[config.mk]
export PLATFORM = sky130hd
export DESIGN_NAME = gregorian_date_add_days
export DESIGN_NICKNAME = d
export VERILOG_FILES = /design/src/gdad_pkg.sv /design/src/gdad_year_split.sv /design/src/gregorian_date_add_days.sv
export VERILOG_INCLUDE_DIRS = /design/src /design/src/src
export SDC_FILE = /design/constraint.sdc
export NUM_CORES = 1
export LEC_CHECK = 0
export BUFFER_PORTS_ARGS = -buffer_cell sky130_fd_sc_hd__buf_2
export CORE_UTILIZATION = 55
export DETAILED_ROUTE_END_ITERATION = 6
export PLACE_DENSITY_LB_ADDON = 0.05
export SETUP_SLACK_MARGIN = 0.3
export SYNTH_ARGS = -nofsm -noshare
export SYNTH_HDL_FRONTEND = slang
export SYNTH_HIERARCHICAL = 1
export SYNTH_SLANG_ARGS = --single-unit
[constraint.sdc]
create_clock -name clk -period 5.1 [get_ports clk]
set_input_delay 1.02 -clock clk [delete_from_list [all_inputs] [get_ports clk]]
set_output_delay 1.02 -clock clk [all_outputs]
set_load 0.1 [all_outputs]
[src/assert_macros.svh]
// Assertion macros shared by the date adder RTL.
// Depends on nothing; included by files that carry concurrent assertions.
`ifndef ASSERT_MACROS_SVH
`define ASSERT_MACROS_SVH

`ifndef NO_ASSERTIONS

// Property checked at every rising edge outside reset.
`define GDAD_ASSERT(lbl, clk, rstn, prop, msg) \
  lbl: assert property (@(posedge clk) disable iff (!rstn) prop) else $error(msg);

// Consequence checked in the cycle after the antecedent.
`define GDAD_ASSERT_NEXT(lbl, clk, rstn, ante, cons, msg) \
  lbl: assert property (@(posedge clk) disable iff (!rstn) (ante) |=> (cons)) else $error(msg);

`else

`define GDAD_ASSERT(lbl, clk, rstn, prop, msg)
`define GDAD_ASSERT_NEXT(lbl, clk, rstn, ante, cons, msg)

`endif

`endif

[src/gdad_pkg.sv]
// Types, constants and calendar functions for the Gregorian date adder.
// Depends on nothing; used by gdad_year_split and gregorian_date_add_days.
package gdad_pkg;

  localparam int unsigned DAY_W   = 5;
  localparam int unsigned MONTH_W = 4;
  localparam int unsigned YEAR_W  = 14;
  localparam int unsigned COUNT_W = 16;
  localparam int unsigned REM_W   = 7;

  localparam logic [REM_W-1:0]   CENTURY_YEARS = 7'd100;
  localparam logic [REM_W-1:0]   LAST_OF_CENTURY = 7'd99;
  localparam logic [MONTH_W-1:0] MON_JAN = 4'd1;
  localparam logic [MONTH_W-1:0] MON_FEB = 4'd2;
  localparam logic [MONTH_W-1:0] MON_APR = 4'd4;
  localparam logic [MONTH_W-1:0] MON_JUN = 4'd6;
  localparam logic [MONTH_W-1:0] MON_SEP = 4'd9;
  localparam logic [MONTH_W-1:0] MON_NOV = 4'd11;
  localparam logic [MONTH_W-1:0] MON_DEC = 4'd12;

  localparam logic [DAY_W-1:0] DAYS_LONG  = 5'd31;
  localparam logic [DAY_W-1:0] DAYS_SHORT = 5'd30;
  localparam logic [DAY_W-1:0] DAYS_FEB   = 5'd28;
  localparam logic [DAY_W-1:0] DAYS_FEB_LEAP = 5'd29;

  typedef struct packed {
    logic [DAY_W-1:0]   start_day;
    logic [MONTH_W-1:0] start_month;
    logic [YEAR_W-1:0]  start_year;
    logic [COUNT_W-1:0] day_count;
  } in_item_t;

  typedef struct packed {
    logic [DAY_W-1:0]   result_day;
    logic [MONTH_W-1:0] result_month;
    logic [YEAR_W-1:0]  result_year;
    logic               date_valid;
  } out_item_t;

  // Year taken apart as year mod 100 and (year / 100) mod 4.
  typedef struct packed {
    logic [REM_W-1:0] year_mod100;
    logic [1:0]       century_mod4;
  } year_split_t;

  // Leap rule: divisible by 4 but not by 100, or divisible by 400.
  function automatic logic is_leap(logic [1:0] year_lo, year_split_t s);
    logic by100;
    by100 = (s.year_mod100 == '0);
    return ((year_lo == 2'd0) && !by100) || (by100 && (s.century_mod4 == 2'd0));
  endfunction

  function automatic logic [DAY_W-1:0] month_days(logic [MONTH_W-1:0] m, logic leap);
    logic [DAY_W-1:0] len;
    case (m) inside
      MON_FEB:                            len = leap ? DAYS_FEB_LEAP : DAYS_FEB;
      MON_APR, MON_JUN, MON_SEP, MON_NOV: len = DAYS_SHORT;
      default:                            len = DAYS_LONG;
    endcase
    return len;
  endfunction

endpackage

[src/gdad_year_split.sv]
// Split of a year into year mod 100 and century mod 4 by reciprocal multiplication.
// Depends on gdad_pkg; the split is ready when done is raised.
module gdad_year_split (
  input  logic                 clk,
  input  logic                 rst_n,
  input  logic                 start,
  input  logic [gdad_pkg::YEAR_W-1:0] year,
  output logic                 done,
  output gdad_pkg::year_split_t split
);
  import gdad_pkg::*;

  // year * 5243 / 2^19 rounds down to year / 100 for every 14-bit year,
  // because 5243 * 100 exceeds 2^19 by only 12.
  localparam int unsigned        RECIP_W     = 13;
  localparam logic [RECIP_W-1:0] RECIP_100   = 13'd5243;
  localparam int unsigned        RECIP_SHIFT = 19;
  localparam int unsigned        PROD_W      = YEAR_W + RECIP_W;
  localparam int unsigned        QUO_W       = PROD_W - RECIP_SHIFT;

  logic              ld_r, ld_nxt;
  logic              qv_r, qv_nxt;
  logic              done_r, done_nxt;
  logic [YEAR_W-1:0] yr_r, yr_nxt;
  logic [QUO_W-1:0]  quo_r, quo_nxt;
  logic [REM_W-1:0]  rem_r, rem_nxt;
  logic [PROD_W-1:0] prod;
  logic [YEAR_W-1:0] hundreds;

  assign prod     = PROD_W'(yr_r) * PROD_W'(RECIP_100);
  assign hundreds = YEAR_W'(quo_r) * YEAR_W'(CENTURY_YEARS);

  // The year is latched first, then the quotient is formed, then the remainder.
  always_comb begin
    ld_nxt   = start;
    qv_nxt   = ld_r;
    done_nxt = qv_r;
    yr_nxt   = start ? year : yr_r;
    quo_nxt  = ld_r ? prod[PROD_W-1:RECIP_SHIFT] : quo_r;
    rem_nxt  = qv_r ? REM_W'(yr_r - hundreds) : rem_r;
  end

  always_ff @(posedge clk) begin
    if (!rst_n) begin
      ld_r   <= 1'b0;
      qv_r   <= 1'b0;
      done_r <= 1'b0;
    end else begin
      ld_r   <= ld_nxt;
      qv_r   <= qv_nxt;
      done_r <= done_nxt;
    end
    yr_r  <= yr_nxt;
    quo_r <= quo_nxt;
    rem_r <= rem_nxt;
  end

  assign done               = done_r;
  assign split.year_mod100  = rem_r;
  assign split.century_mod4 = quo_r[1:0];

endmodule

[src/gregorian_date_add_days.sv]
// Top level of the Gregorian date adder: sequencer, month stepper, output register.
// Depends on gdad_pkg, gdad_year_split and assert_macros.svh.
//
// Adds an unsigned day count to a Gregorian date and returns the later date
// together with a flag that tells whether the starting date was valid. An
// invalid date (month outside 1..12, day 0, or a day past the end of its
// month) comes back unchanged with date_valid low. Only the low DAY_COUNT_BITS
// bits of day_count are used (all sixteen when the parameter is 16 or more).
// One item is handled at a time: after an input transfer the block first
// splits the year into its remainder and century by a reciprocal
// multiplication, checks the date, then walks forward one month per cycle
// through a single subtract-and-compare unit until the remaining count falls
// inside the current month, and finally loads the output register. A full
// output register that is not drained holds the finished item back. in_ready
// is high only while the sequencer is idle; a finished result may wait in the
// output register while the next item is already taken in. The year counter
// wraps from 16383 to 0 and the leap rule then follows the wrapped year.
module gregorian_date_add_days #(
  parameter int unsigned DAY_COUNT_BITS = 16
) (
  input  logic                clk,
  input  logic                rst_n,
  input  logic                in_valid,
  output logic                in_ready,
  input  gdad_pkg::in_item_t  in_data,
  output logic                out_valid,
  input  logic                out_ready,
  output gdad_pkg::out_item_t out_data
);
  import gdad_pkg::*;

  `include "assert_macros.svh"

  // Width of the working count: the used part of the day_count field.
  localparam int unsigned CNT_W = (DAY_COUNT_BITS < COUNT_W) ? DAY_COUNT_BITS : COUNT_W;
  localparam int unsigned LEFT_W = DAY_W + 1;

  typedef enum logic [2:0] {
    S_IDLE,
    S_SPLIT,
    S_CHECK,
    S_STEP,
    S_DONE
  } state_t;

  state_t            state_r, state_nxt;
  logic [DAY_W-1:0]  day_r, day_nxt;
  logic [MONTH_W-1:0] mon_r, mon_nxt;
  logic [YEAR_W-1:0] year_r, year_nxt;
  logic [CNT_W-1:0]  n_r, n_nxt;
  year_split_t       split_r, split_nxt;
  logic              ok_r, ok_nxt;
  logic              out_valid_r, out_valid_nxt;
  out_item_t         out_data_r, out_data_nxt;

  logic              in_xfer;
  logic              split_done;
  year_split_t       split_res;
  logic              leap_cur;
  logic [DAY_W-1:0]  dim_cur;
  logic [LEFT_W-1:0] left;
  logic [CNT_W:0]    diff;
  logic              fits;
  logic              date_ok;

  assign in_ready = (state_r == S_IDLE);
  assign in_xfer  = in_valid && in_ready;

  gdad_year_split u_year_split (
    .clk   (clk),
    .rst_n (rst_n),
    .start (in_xfer),
    .year  (in_data.start_year),
    .done  (split_done),
    .split (split_res)
  );

  // Month length of the date currently held in the working registers.
  assign leap_cur = is_leap(year_r[1:0], split_r);
  assign dim_cur  = month_days(mon_r, leap_cur);

  // The shared unit: days left in this month, counting today, against the count.
  assign left = {1'b0, dim_cur} - {1'b0, day_r} + LEFT_W'(1);
  assign diff = {1'b0, n_r} - (CNT_W + 1)'(left);
  assign fits = diff[CNT_W];

  assign date_ok = (mon_r >= MON_JAN) && (mon_r <= MON_DEC) &&
                   (day_r != '0) && (day_r <= dim_cur);

  always_comb begin
    state_nxt     = state_r;
    day_nxt       = day_r;
    mon_nxt       = mon_r;
    year_nxt      = year_r;
    n_nxt         = n_r;
    split_nxt     = split_r;
    ok_nxt        = ok_r;
    out_valid_nxt = out_valid_r;
    out_data_nxt  = out_data_r;

    // The consumer drains the output register independently of the sequencer.
    if (out_valid_r && out_ready) begin
      out_valid_nxt = 1'b0;
    end

    unique case (state_r)
      S_IDLE: begin
        if (in_xfer) begin
          day_nxt   = in_data.start_day;
          mon_nxt   = in_data.start_month;
          year_nxt  = in_data.start_year;
          n_nxt     = in_data.day_count[CNT_W-1:0];
          state_nxt = S_SPLIT;
        end
      end
      S_SPLIT: begin
        if (split_done) begin
          split_nxt = split_res;
          state_nxt = S_CHECK;
        end
      end
      S_CHECK: begin
        ok_nxt    = date_ok;
        state_nxt = date_ok ? S_STEP : S_DONE;
      end
      S_STEP: begin
        if (n_r == '0) begin
          state_nxt = S_DONE;
        end else if (fits) begin
          // The rest of the count lands inside this month.
          day_nxt = day_r + n_r[DAY_W-1:0];
          n_nxt   = '0;
        end else begin
          n_nxt   = diff[CNT_W-1:0];
          day_nxt = DAY_W'(1);
          if (mon_r == MON_DEC) begin
            mon_nxt = MON_JAN;
            if (year_r == '1) begin
              // Wrap of the year counter restarts the split at year zero.
              year_nxt  = '0;
              split_nxt = '0;
            end else begin
              year_nxt = year_r + 1'b1;
              if (split_r.year_mod100 == LAST_OF_CENTURY) begin
                split_nxt.year_mod100  = '0;
                split_nxt.century_mod4 = split_r.century_mod4 + 1'b1;
              end else begin
                split_nxt.year_mod100 = split_r.year_mod100 + 1'b1;
              end
            end
          end else begin
            mon_nxt = mon_r + 1'b1;
          end
        end
      end
      S_DONE: begin
        if (!out_valid_r || out_ready) begin
          out_data_nxt.result_day   = day_r;
          out_data_nxt.result_month = mon_r;
          out_data_nxt.result_year  = year_r;
          out_data_nxt.date_valid   = ok_r;
          out_valid_nxt             = 1'b1;
          state_nxt                 = S_IDLE;
        end
      end
      default: begin
        state_nxt = S_IDLE;
      end
    endcase
  end

  always_ff @(posedge clk) begin
    if (!rst_n) begin
      state_r     <= S_IDLE;
      out_valid_r <= 1'b0;
    end else begin
      state_r     <= state_nxt;
      out_valid_r <= out_valid_nxt;
    end
    day_r      <= day_nxt;
    mon_r      <= mon_nxt;
    year_r     <= year_nxt;
    n_r        <= n_nxt;
    split_r    <= split_nxt;
    ok_r       <= ok_nxt;
    out_data_r <= out_data_nxt;
  end

  assign out_valid = out_valid_r;
  assign out_data  = out_data_r;

  // An input transfer always starts the year split.
  `GDAD_ASSERT_NEXT(a_xfer_starts_split, clk, rst_n, in_xfer, state_r == S_SPLIT, "transfer did not start the year split")

  // While stepping, the working month is a real month.
  `GDAD_ASSERT(a_step_month_range, clk, rst_n, (state_r == S_STEP) |-> ((mon_r >= MON_JAN) && (mon_r <= MON_DEC)), "month out of range while stepping")

  // While stepping, the working day lies inside its month.
  `GDAD_ASSERT(a_step_day_range, clk, rst_n, (state_r == S_STEP) |-> ((day_r != 0) && (day_r <= dim_cur)), "day outside its month while stepping")

  // While stepping, the tracked remainder of the year stays below one century.
  `GDAD_ASSERT(a_split_range, clk, rst_n, (state_r == S_STEP) |-> (split_r.year_mod100 < CENTURY_YEARS), "year remainder out of range")

endmodule

==> out/qor.yml, run 1 <==
status:
  status: "finished clean"
power:
  power.leakage_nw: 4.44
  vdd_drop_max_mv: 0.253
  power_density_nw_per_um2: 371
cts:
  cts_htree_levels: 3
  cts_max_path_buffers: 2
  postCtsHoldBufs: 0
  cts_buffers: 9
  clkSlewWorstSetupHoldPaths_ns: 0.07
  clk_latency_ns: 0.35
  clock-sinks: 106
  cts_tree: "yes"
  root_buffer: "clkbuf_16"
setup_path:
  setup.worst_path.start: "u_year_split/yr_r[10]"
  start_kind: "flop"
  r2r-start: "u_year_split/yr_r[10]"
  arrival_ns: 4.71
  crit_path_end_kind: "flop"
  cpMostUsedCell: "fa_1"
  crit_path_top_delay_cell: "fa_1"
  cpPeakStageDelay_ns: 0.54
  crit_type: "flop to flop"
  critPathMaxFanout: 6
  reg2reg_to: "u_year_split/quo_r[3]"
  reg2reg_depth: 15
  crit_chain: "buf_6, fa_2, ha_1, fa_1, fa_1, inv_1, fa_1, inv_1, ha_1, a21oi_2, nor2_1, a211oi_4, a31oi_2, a311oi_1, nor3_1"
  r2r_slack_ns: 0.50
  required_ns: 5.20
floorplanning:
  die_w_um: 127
  start_util: 0.564
  ios: 69
  die_area_um2: 16100
  row_count: 45
  core-area_um2: 15200
  die_y_um: 127
synth:
  syn_area_um2: 8570
  synth_ff_type: "edfxtp_1"
  synth_cell_type_count: 68
  yosysWarnings: 6
  seq_area_frac_synth: 0.363
  synth-edff-count: 99
  synth_nets: 1007
  ys_seq_elements: 106
  synth_area_per_cell_um2: 11.0
  ys_async_sr_fraction: 0
  netlist_instances: 776
timing:
  worst_pin_slew_ns: 1.01
  slew_headroom: 0.321
  fin_crit_sh: 0.903
  setup_violations: 0
  fmax_mhz: 217
  fin_skew_ns: 0.0144
  rsz0062_at_grt: "true"
  post-route-min-period_ns: 4.60
  hold_violations: 0
  drv_slew: 0
  setup_tns_ns: 0
place:
  hpwl_mm: 14.3
  globalplace.congestion: 0.955
  io_buffers: 68
global_route:
  grt_pass1_wl_mm: 29.4
  grt-ovfl-total: 0
  track_usage: 0.240
  grt_max_degree: 50
  first_global_vias: 5833
  antenna_found_initial: 1
detailed_routing:
  final_antenna_net_count: 0
  dr.first_iter.drc_count: 245
  vias_per_cell: 5.43
  routed_wl_mm: 17.8
  wl_per_cell_um: 16.8
  post-route-drc-count: 0
  dr.pass1.iters: 5
  via_count: 5738
min_path:
  min-delay-start: "ok_r"
  hold_end: "out_data[0]"
  whs_path_depth: 0
  hold_path.class: "flop to flop"
cells_and_area:
  syn2layout_area_growth_pct: 11.5
  nets: 1093
  fillers: 1239
  drive_gt1_frac: 0.148
  utilization: 0.629
  multi_input_area_um2: 4870
  register_area_um2: 3110
flow_run:
  maxCapViolCount: 0
[routing by layer]
| metal | wire (µm) | track usage | up-vias | part of all wire |
|---|---|---|---|---|
| met5 | 0 | 0 | - | 0 |
| met3 | 787 | 0.0371 | 14 | 0.044 |
| li1 | - | - | 2795 | - |
| met4 | 226 | 0.0630 | 0 | 0.013 |
| met1 | 8260 | 0.336 | 2803 | 0.46 |
| met2 | 8510 | 0.392 | 126 | 0.48 |
[layout make-up]
| type | count | area share |
|---|---|---|
| Clock buffer | 13 | 0.0284 |
| Timing Repair Buffer | 90 | 0.0536 |
| Clock inverter | 3 | 0.00209 |
| Antenna cell | 1 | 0.000262 |
| Tap cell | 188 | 0.0246 |
| Multi-Input combinational cell | 512 | 0.509 |
| Inverter | 143 | 0.0561 |
| Sequential cell | 106 | 0.325 |
[flip-flops by register name, indices dropped and copies added, names as in the netlist]
register               flops
day_r                      5
mon_r                      4
n_r                       16
ok_r                       1
out_data                  24
out_valid                  1
split_r                    9
state_r                    3
u_year_split/done          1
u_year_split/done_nxt      1
u_year_split/ld_r          1
u_year_split/quo_r         5
u_year_split/rem_r         7
u_year_split/yr_r         14
year_r                    14
[kinds of logic (layout without fill, tap and decap cells)]
| logic type | Yosys count | after routing | synth area share |
|---|---|---|---|
| AO/OA/AOI/OAI | 109 | 109 | 0.0826 |
| XOR/XNOR | 46 | 46 | 0.0470 |
| adder cells (fa/ha/maj) | 188 | 188 | 0.332 |
| buffers and inverters | 158 | 249 | 0.0722 |
| flip-flops | 106 | 106 | 0.363 |
| multiplexers | 3 | 3 | 0.00365 |
| other | 0 | 1 | 0 |
| AND/OR/NAND/NOR | 166 | 166 | 0.0994 |
[through the flow]
stage,setup slack [ns],hold slack [ns],area [µm²],cells,total power [mW]
final,0.495,0.432,9560,1056,3.55
after global routing,0.276,0.463,9560,1055,3.90
after CTS,0.394,0.440,9410,1040,3.53
after floorplan,0.554,0.400,8570,776,2.43
after global placement,0.478,0.423,9120,1024,2.77
after detailed placement,0.402,0.424,9120,1024,2.82
[worst max-delay path by stage]
stage	end
after detailed placement	u_year_split/quo_r[3]
after floorplan	year_r[0]
after global routing	u_year_split/quo_r[2]
after global placement	u_year_split/quo_r[3]
after CTS	u_year_split/quo_r[3]
final	u_year_split/quo_r[3]
[critical path: cells and delay by family (launching register included)]
| family | cells | cell delay [ns] |
|---|---|---|
| fa+ha+maj | 6 | 2.58 |
| simple gates | 2 | 0.15 |
| buf+inv | 3 | 0.27 |
| flops | 1 | 0.53 |
| compound gates | 4 | 0.79 |
[cells in the mapped netlist, drive strengths merged, types with 2 or more instances]
master,number,area share
xor2,21,0.021
nor3,9,0.0066
nor2,35,0.016
nand2,57,0.025
nor2b,7,0.0051
dfxtp,7,0.016
xnor2,25,0.026
o21bai,4,0.0035
nand3b,2,0.0018
nand4b,2,0.0020
and2,5,0.0036
buf,8,0.0066
and3,4,0.0029
o2111ai,2,0.0020
nor3b,4,0.0054
a31oi,3,0.0029
nand3,18,0.011
fa,66,0.15
ha,122,0.18
a22o,2,0.0022
or4b,2,0.0023
mux2i,2,0.0023
a21o,7,0.0063
edfxtp,99,0.35
or3,3,0.0028
inv,143,0.063
nand2b,4,0.0029
nand4,8,0.0066
a211oi,5,0.0058
o31ai,3,0.0026
clkbuf,7,0.0031
o21ai,41,0.024
a21oi,29,0.017
o311ai,2,0.0041
o21a,3,0.0026
[cell usage in the layout (no fill, tap or decap), types with 5 or more instances in the layout]
master     synthesis  routed
a21o_1             6       6
nor3_1             8       7
ha_1             122     121
fa_1              66      65
nand2_1           57      57
nand3_1           18      18
nor2_1            34      33
edfxtp_1          99      99
buf_2              3      68
o21ai_0           38      37
a21oi_1           28      26
inv_1            143     143
nor2b_1            7       7
dfxtp_1            7       7
xnor2_1           25      25
nand4_1            7       7
and2_1             5       5
buf_4              2      20
xor2_1            21      21
clkbuf_16          0      10
[report_power, final]
| group | switching [mW] | internal, mW |
|---|---|---|
| Combinational | 1.01 | 0.760 |
| Sequential | 0.0534 | 1.04 |
| Clock | 0.316 | 0.377 |
[what timing repair did]
item                       CTS  global route
setup buffers                0            15
setup endpoints to repair    0            31
resized for setup            0             8
Note: power is estimated with default switching activity, not from simulation.
==> inputs of run 2 (changes only) <==
--- a/config.mk
+++ b/config.mk
@@ -8,6 +8,7 @@
 export LEC_CHECK = 0
 export BUFFER_PORTS_ARGS = -buffer_cell sky130_fd_sc_hd__buf_2
 export CORE_UTILIZATION = 55
+export CTS_BUF_LIST = sky130_fd_sc_hd__clkbuf_16
 export DETAILED_ROUTE_END_ITERATION = 6
 export PLACE_DENSITY_LB_ADDON = 0.05
 export SETUP_SLACK_MARGIN = 0.3
==> out/qor.yml, run 2 (synthesis gave the netlist of run 1 again) <==
status:
  status: "finished clean"
cells_and_area:
  final_common_cell: "inv_1"
  utilization: 0.628
  syn2layout_area_growth_pct: 11.4
  fillers: 1243
  drive_gt1_frac: 0.146
  mostFrequentLayoutCells: "145 x inv_1, 121 x ha_1, 99 x edfxtp_1, 68 x buf_2, 65 x fa_1"
  nets: 1093
  register_area_um2: 3110
  multi_input_area_um2: 4870
  largest_register_ffs: 24
detailed_routing:
  dr.first_iter.drc_count: 249
  vias_per_cell: 5.44
  post-route-drc-count: 0
  routed_wl_mm: 17.8
  via_count: 5745
  wl_per_cell_um: 16.8
  final_antenna_net_count: 0
  dr.pass1.iters: 5
power:
  power_density_nw_per_um2: 370
  vdd_drop_max_mv: 0.253
  power.leakage_nw: 4.44
  p_total_mw: 3.53
place:
  hpwl_mm: 14.3
  io_buffers: 68
  globalplace.congestion: 0.955
timing:
  hold_violations: 0
  setup_violations: 0
  rsz0062_at_grt: "true"
  worst_pin_slew_ns: 1.01
  slew_headroom: 0.321
  fmax_mhz: 217
  post-route-min-period_ns: 4.61
  setup_tns_ns: 0
  fin_crit_sh: 0.903
  fin_skew_ns: 0.0144
  drv_slew: 0
cts:
  clock-sinks: 106
  cts_buffers: 9
  root_buffer: "clkbuf_16"
  postCtsHoldBufs: 0
  cts_tree: "yes"
  cts_htree_levels: 3
  clk_latency_ns: 0.35
  cts_max_path_buffers: 2
  clkSlewWorstSetupHoldPaths_ns: 0.07
setup_path:
  crit_type: "flop to flop"
  required_ns: 5.20
  crit_path_end_kind: "flop"
  arrival_ns: 4.71
  start_kind: "flop"
  critPathMaxFanout: 6
flow_run:
  maxCapViolCount: 0
floorplanning:
  core-area_um2: 15200
  ios: 69
  start_util: 0.564
  die_w_um: 127
  die_y_um: 127
  die_area_um2: 16100
  row_count: 45
global_route:
  antenna_found_initial: 1
  first_global_vias: 5833
  grt_max_degree: 50
  grt_pass1_wl_mm: 29.4
  track_usage: 0.240
  grt-ovfl-total: 0
min_path:
  hold_path.class: "flop to flop"
==> run 2: critical path: stages, from the launching register on <==
cell and delay [ns]:
edfxtp_1 0.53, buf_6 0.18, fa_2 0.51, ha_1 0.24, fa_1 0.46, fa_1 0.54, inv_1 0.05, fa_1 0.52
inv_1 0.04, ha_1 0.31, a21oi_2 0.16, nor2_1 0.08, a211oi_4 0.23, a31oi_2 0.16, a311oi_1 0.24, nor3_1 0.07
==> run 2: final cells by class <==
type / count / area share
multi-input combinational: 512 / 0.510
sequential: 106 / 0.326
inverter: 143 / 0.0562
timing repair buffer: 90 / 0.0537
clock buffer: 10 / 0.0262
tap: 188 / 0.0246
clock inverter: 6 / 0.00327
antenna: 1 / 0.000262
==> run 2: final timing paths <==
check	startpoint	end	slack (ns)	cells past startpoint
hold reg to reg	ok_r	out_data[0]	0.43	0
setup / recovery	u_year_split/yr_r[10]	u_year_split/quo_r[3]	0.49	15
setup reg to reg	u_year_split/yr_r[10]	u_year_split/quo_r[3]	0.49	15
hold / removal	ok_r	out_data[0]	0.43	0
==> run 2: per-layer routing <==
metal  GRT usage  vias to the layer above  share of wire
li1            -                     2796              -
met1       0.336                     2809           0.46
met2       0.392                      126           0.48
met3      0.0371                       14          0.044
met4      0.0630                        0          0.013
met5           0                        -              0
==> run 2: metrics by stage <==
step | cell area [µm²] | setup WS, ns | std cells | hold WS [ns]
CTS | 9400 | 0.394 | 1040 | 0.440
detailed placement | 9120 | 0.402 | 1024 | 0.424
floorplan | 8570 | 0.554 | 776 | 0.400
global route | 9550 | 0.276 | 1055 | 0.463
global placement | 9120 | 0.478 | 1024 | 0.423
finish | 9550 | 0.495 | 1056 | 0.432
==> run 2: report_power, final <==
group / total [mW] / switching, mW / internal [mW]
registers: 1.09 / 0.0534 / 1.04
logic: 1.77 / 1.01 / 0.760
clock network: 0.673 / 0.316 / 0.358
==> run 2: timing repair <==
item	in CTS	in global routing
setup endpoints to repair	0	31
buffers inserted	0	15
gates resized for setup	0	8
